<file path="src/sv/bfp_pkg.sv">
// Shared constants, register codes and types of the Bloom filter probe core.
// No dependencies; every other file refers to it by scoped names.
package bfp_pkg;

  localparam int unsigned HashWidth    = 64;
  localparam int unsigned ModWidth     = 17;
  localparam int unsigned CountWidth   = 6;
  localparam int unsigned IndexWidth   = 10;
  localparam int unsigned WordWidth    = 64;
  localparam int unsigned BitSelWidth  = 6;
  localparam int unsigned RoundsWidth  = 7;

  // Remainder digits retired by a reduction unit in one clock.
  localparam int unsigned DigitsPerStep = 4;
  localparam int unsigned ReduceCycles  = HashWidth / DigitsPerStep;

  localparam int unsigned FilterWordsDefault = 1024;
  localparam int unsigned MaxHashesDefault   = 32;

  // Input tdata layout, lowest field first.
  localparam int unsigned InIndexLsb   = 0;
  localparam int unsigned InDataLsb    = InIndexLsb + IndexWidth;
  localparam int unsigned InLowLsb     = InDataLsb + WordWidth;
  localparam int unsigned InHighLsb    = InLowLsb + HashWidth;
  localparam int unsigned InUsedBits   = InHighLsb + HashWidth;
  localparam int unsigned InTdataWidth = ((InUsedBits + 7) / 8) * 8;
  localparam int unsigned OutTdataWidth = 8;

  localparam int unsigned CfgIndexWidth = 1;
  localparam int unsigned CfgDataWidth  = ModWidth;
  localparam logic [CfgIndexWidth-1:0] CfgFilterBits = 1'd0;
  localparam logic [CfgIndexWidth-1:0] CfgHashCount  = 1'd1;

  localparam logic [ModWidth-1:0]   FilterBitsReset = 17'd65536;
  localparam logic [CountWidth-1:0] HashCountReset  = 6'd1;

  localparam logic OpLoad  = 1'b0;
  localparam logic OpQuery = 1'b1;

  typedef struct packed {
    logic                done;
    logic [ModWidth-1:0] rem;
  } red_status_t;

endpackage

</file>
<file path="src/sv/bfp_mod_reduce.sv">
// Multi-cycle reduction of a 64-bit value modulo a 17-bit modulus.
// Restoring remainder, several digits per clock. Uses bfp_pkg.
module bfp_mod_reduce (
  input  logic                         clk_i,
  input  logic                         rst_ni,
  input  logic                         start_i,
  input  logic [bfp_pkg::HashWidth-1:0] dividend_i,
  input  logic [bfp_pkg::ModWidth-1:0]  modulus_i,
  output bfp_pkg::red_status_t          status_o
);

  localparam int unsigned CntWidth = $clog2(bfp_pkg::ReduceCycles);
  localparam logic [CntWidth-1:0] LastCnt = CntWidth'(bfp_pkg::ReduceCycles - 1);

  logic [bfp_pkg::HashWidth-1:0] sh_q, sh_d;
  logic [bfp_pkg::ModWidth-1:0]  rem_q, rem_d;
  logic [CntWidth-1:0]           cnt_q;
  logic                          busy_q, done_q;

  always_comb begin
    logic [bfp_pkg::ModWidth:0] trial;
    rem_d = rem_q;
    for (int k = 0; k < int'(bfp_pkg::DigitsPerStep); k++) begin
      trial = {rem_d, sh_q[bfp_pkg::HashWidth-1-k]};
      if (trial >= {1'b0, modulus_i}) begin
        trial = trial - {1'b0, modulus_i};
      end
      rem_d = trial[bfp_pkg::ModWidth-1:0];
    end
    sh_d = sh_q << bfp_pkg::DigitsPerStep;
  end

  always_ff @(posedge clk_i or negedge rst_ni) begin
    if (!rst_ni) begin
      busy_q <= 1'b0;
      done_q <= 1'b0;
      cnt_q  <= '0;
    end else begin
      done_q <= 1'b0;
      if (start_i) begin
        busy_q <= 1'b1;
        cnt_q  <= '0;
      end else if (busy_q) begin
        cnt_q <= cnt_q + 1'b1;
        if (cnt_q == LastCnt) begin
          busy_q <= 1'b0;
          done_q <= 1'b1;
        end
      end
    end
  end

  always_ff @(posedge clk_i) begin
    if (start_i) begin
      sh_q  <= dividend_i;
      rem_q <= '0;
    end else if (busy_q) begin
      sh_q  <= sh_d;
      rem_q <= rem_d;
    end
  end

  assign status_o.done = done_q;
  assign status_o.rem  = rem_q;

endmodule

</file>
<file path="config.mk">
export PLATFORM = sky130hd
export DESIGN_NAME = bfp_mod_reduce
export DESIGN_NICKNAME = d
export VERILOG_FILES = /design/src/sv/bfp_pkg.sv /design/src/sv/bfp_mod_reduce.sv
export SDC_FILE = /design/constraint.sdc
export NUM_CORES = 1
export LEC_CHECK = 0
export BUFFER_PORTS_ARGS = -buffer_cell sky130_fd_sc_hd__buf_2
export CORE_ASPECT_RATIO = 0.8
export CORE_UTILIZATION = 55
export CTS_CLUSTER_DIAMETER = 120
export DETAILED_ROUTE_END_ITERATION = 6
export HOLD_SLACK_MARGIN = 0.05
export PLACE_DENSITY_LB_ADDON = 0.12
export SETUP_SLACK_MARGIN = 0.05
export SYNTH_ARGS = -nofsm -noshare
export SYNTH_HDL_FRONTEND = slang
export SYNTH_SLANG_ARGS = --single-unit
</file>
<file path="constraint.sdc">
create_clock -name clk_i -period 13.7 [get_ports clk_i]
set_clock_uncertainty 0.2 [all_clocks]
set_input_delay 1.37 -clock clk_i [delete_from_list [all_inputs] [get_ports clk_i]]
set_output_delay 1.37 -clock clk_i [all_outputs]
set_load 0.05 [all_outputs]
</file>
==> qor.yml <==
tritoncts: "built"
hold_buffers: 0
port_buffers: 101
design.core.area_mm2: 0.0131
worstSkewPairLatency_ns: 0.35
critPathLaunchType: "input port"
final_period_minus_worst_setup_slack_ns: 12.16
violation_count_after_the_first_detailed_routing_iteration: 497
die_width_um: 132
initial_utilization: 0.571
initial_antenna_violation_count: 0
first_global_vias: 5933
synth_cell_types: 67
dp.cells: 1012
layout-drive-gt1-share: 0.277
synthCells: 750
routedWlPerCell_um: 19.8
dieHeight_um: 106
timing.critical_path.to_type: "flop"
grt_max_degree: 85
clk_pin_slew_ns: 0.07
tightest_slew_ns: 0.975
number_of_cells_on_the_worst_reg_to_reg_path: 40
stdcell_count: 1028
syn_area_mm2: 0.00746
max_slew_margin: 0.350
async_reset_ff_frac: 0.0690
detail_route.drc_violations: 0
required_time_of_the_worst_setup_path_ns: 13.75
dr.pass1.iters: 5
num-fill-cells: 1082
route.vias.total: 6359
grt_overflow: 0
numClockSinks: 87
post_cts.repair.setup_buffers: 0
fp.dieArea_mm2: 0.0140
crit_path_top_delay_cell: "sky130_fd_sc_hd__a2111oi_4"
clock_tree.root_cell: "sky130_fd_sc_hd__clkbuf_16"
yosys-top-cells-area: "sky130_fd_sc_hd__edfxtp_1 26%, sky130_fd_sc_hd__mux2_2 14%, sky130_fd_sc_hd__ha_1 12%, sky130_fd_sc_hd__dfxtp_1 4.6%, sky130_fd_sc_hd__xnor2_1 3.8%"
timing.setup.tns_ns: 0
worstPathMaxFanout: 26
yosysTopAreaCell: "sky130_fd_sc_hd__edfxtp_1"
grtUsageTotal: 0.292
run_status: "completed"
via_per_inst: 6.19
cp_num_cells: 40
dpl.hpwl_mm: 15.9
final.period_utilization: 0.887
postSynth.topFlopCell: "sky130_fd_sc_hd__edfxtp_1"
worst-setup-path-type: "input port to flop"
min-delay-path-class: "flop to flop"
gp_routability_congestion: 0.992
timing.critical_path.max_delay_family: "compound AO/OA/AOI/OAI gates"
synth_top_area_frac: 0.258
pin_count: 102
worst-path-buf-inv: 3
wirelength_mm: 20.4
antennaDiodeCount: 0
synth_enable_flop_cells: 64
timing.reg2reg.setup_slack_ns: 2.34
grt_pass1_wl_mm: 31.3
critPathMaxStageDelay_ns: 0.89
drv_slew: 0
final_hold_violating_endpoints: 0
arrival_ns: 12.21
synth_net_count: 907
detail-route-antenna-nets: 0
row_count: 37
yosysSeqAreaShare: 0.323
maxCapViolations: 0
ys_ff_latch: 87
hold_depth: 2
cts-root-to-sink-buffers: 2
cts_htree_levels: 3
tritoncts.num_buffers: 9
achievable-frequency_mhz: 82.3
ys_warn_count: 0
flow.area_growth_from_synthesis_pct: 12.8
setup_viol: 0
number_of_nets_in_the_layout: 1005
synth_area_per_cell_um2: 9.94
post_cts.resized_instances: 0
rsz0062_at_grt: "no"
==> flip-flops by register name, summed over array words and instances (netlist names) <==
signal and count:
rem_q 17, cnt_q 4, busy_q 1, sh_q 64
done_q 1
==> path summary, 6_finish.rpt <==
path | from | to
setup / recovery | modulus_i[1] | rem_q[3]$_SDFFE_PP0P_
hold / removal | cnt_q[3]$_DFFE_PN0P_ | cnt_q[3]$_DFFE_PN0P_
setup reg to reg | sh_q[63]$_DFFE_PP_ | rem_q[3]$_SDFFE_PP0P_
hold reg to reg | cnt_q[3]$_DFFE_PN0P_ | cnt_q[3]$_DFFE_PN0P_
max in group asynchronous | rst_ni | cnt_q[0]$_DFFE_PN0P_
min in group asynchronous | rst_ni | cnt_q[2]$_DFFE_PN0P_
==> per-stage QoR <==
stage                     setup WS [ns]  hold slack [ns]   util  instance area, um2
after detailed placement           1.42            0.328  0.622                8130
after floorplan                    2.48            0.298      -                7460
after CTS                          1.76            0.347  0.644                8410
after global placement             1.58            0.323  0.622                8130
final                              1.54            0.346  0.644                8410
after global routing              0.846            0.363  0.644                8410
==> synthesized netlist by cell type (5+ instances only) <==
library cell,instances
sky130_fd_sc_hd__xnor2_1,32
sky130_fd_sc_hd__nand2_1,40
sky130_fd_sc_hd__nor3_1,17
sky130_fd_sc_hd__dfrtp_1,6
sky130_fd_sc_hd__or2_2,5
sky130_fd_sc_hd__mux2_2,91
sky130_fd_sc_hd__a21o_1,19
sky130_fd_sc_hd__ha_1,69
sky130_fd_sc_hd__clkbuf_1,9
sky130_fd_sc_hd__nor2_1,60
sky130_fd_sc_hd__nand4_1,12
sky130_fd_sc_hd__a21oi_1,40
sky130_fd_sc_hd__o21ai_0,31
sky130_fd_sc_hd__edfxtp_1,64
sky130_fd_sc_hd__nand3_1,16
sky130_fd_sc_hd__a211oi_1,17
sky130_fd_sc_hd__dfxtp_1,17
sky130_fd_sc_hd__a221o_1,5
sky130_fd_sc_hd__nor2b_1,7
sky130_fd_sc_hd__o21a_1,10
sky130_fd_sc_hd__mux2i_1,15
sky130_fd_sc_hd__nor4_1,7
sky130_fd_sc_hd__nand2b_1,13
sky130_fd_sc_hd__buf_1,6
sky130_fd_sc_hd__o21bai_1,5
sky130_fd_sc_hd__and2_1,7
sky130_fd_sc_hd__inv_1,38
sky130_fd_sc_hd__xor2_1,18
==> logic make-up (layout without fill, tap and decap cells) <==
logic type                 Yosys count  after routing  share of synthesized area
adders and majority gates           73             73                      0.126
DFF                                 87             87                      0.323
muxes                              107            107                      0.160
xor gates and xnor gates            50             50                     0.0587
and+or+nand+nor                    198            198                      0.131
buffers and inverters               57            160                     0.0322
AOI/OAI and AO/OA                  178            178                      0.168
==> cells in the final DEF, fill, tap and decap left out, drive strengths merged, types with 5 or more instances in the layout <==
cell type and count:
dfxtp 17, o21ai 32, and2 7, dfrtp 6, mux2 92, nor4 7
o21a 10, o21bai 5, buf 106, a211oi 18, edfxtp 64, inv 44
nor2b 7, a21o 21, nor2 60, clkbuf 9, nand4 12, nand3 16
mux2i 15, a2111oi 5, xnor2 32, xor2 18, nand2b 13, nor3 18
a21oi 40, a221o 5, nand2 41, ha 69, or2 5
==> tightest hold or removal path, cell delays in order (launching register included) <==
cell and delay [ns]:
sky130_fd_sc_hd__dfrtp_1 0.36, sky130_fd_sc_hd__xor2_1 0.07, sky130_fd_sc_hd__nor2_1 0.07
==> routing by layer <==
metal	routed length, um	part of all wire	GRT usage
met3	1920	0.094	0.0701
met4	188	0.0092	0.0632
met1	9580	0.47	0.432
met5	0	0	0
met2	8680	0.43	0.431
==> final cells by class <==
class / count / area (um2) / share of cell area
Sequential cell: 87 / 2410 / 0.287
Multi-Input combinational cell: 606 / 4810 / 0.571
Clock inverter: 7 / 60.1 / 0.00714
Tap cell: 175 / 219 / 0.0260
Timing Repair Buffer: 106 / 546 / 0.0649
Clock buffer: 9 / 225 / 0.0268
Inverter: 38 / 143 / 0.0170
Power is left out: the tool's default activity adds up to more than one toggle a clock period on the data nets, which glitch-free logic cannot reach.
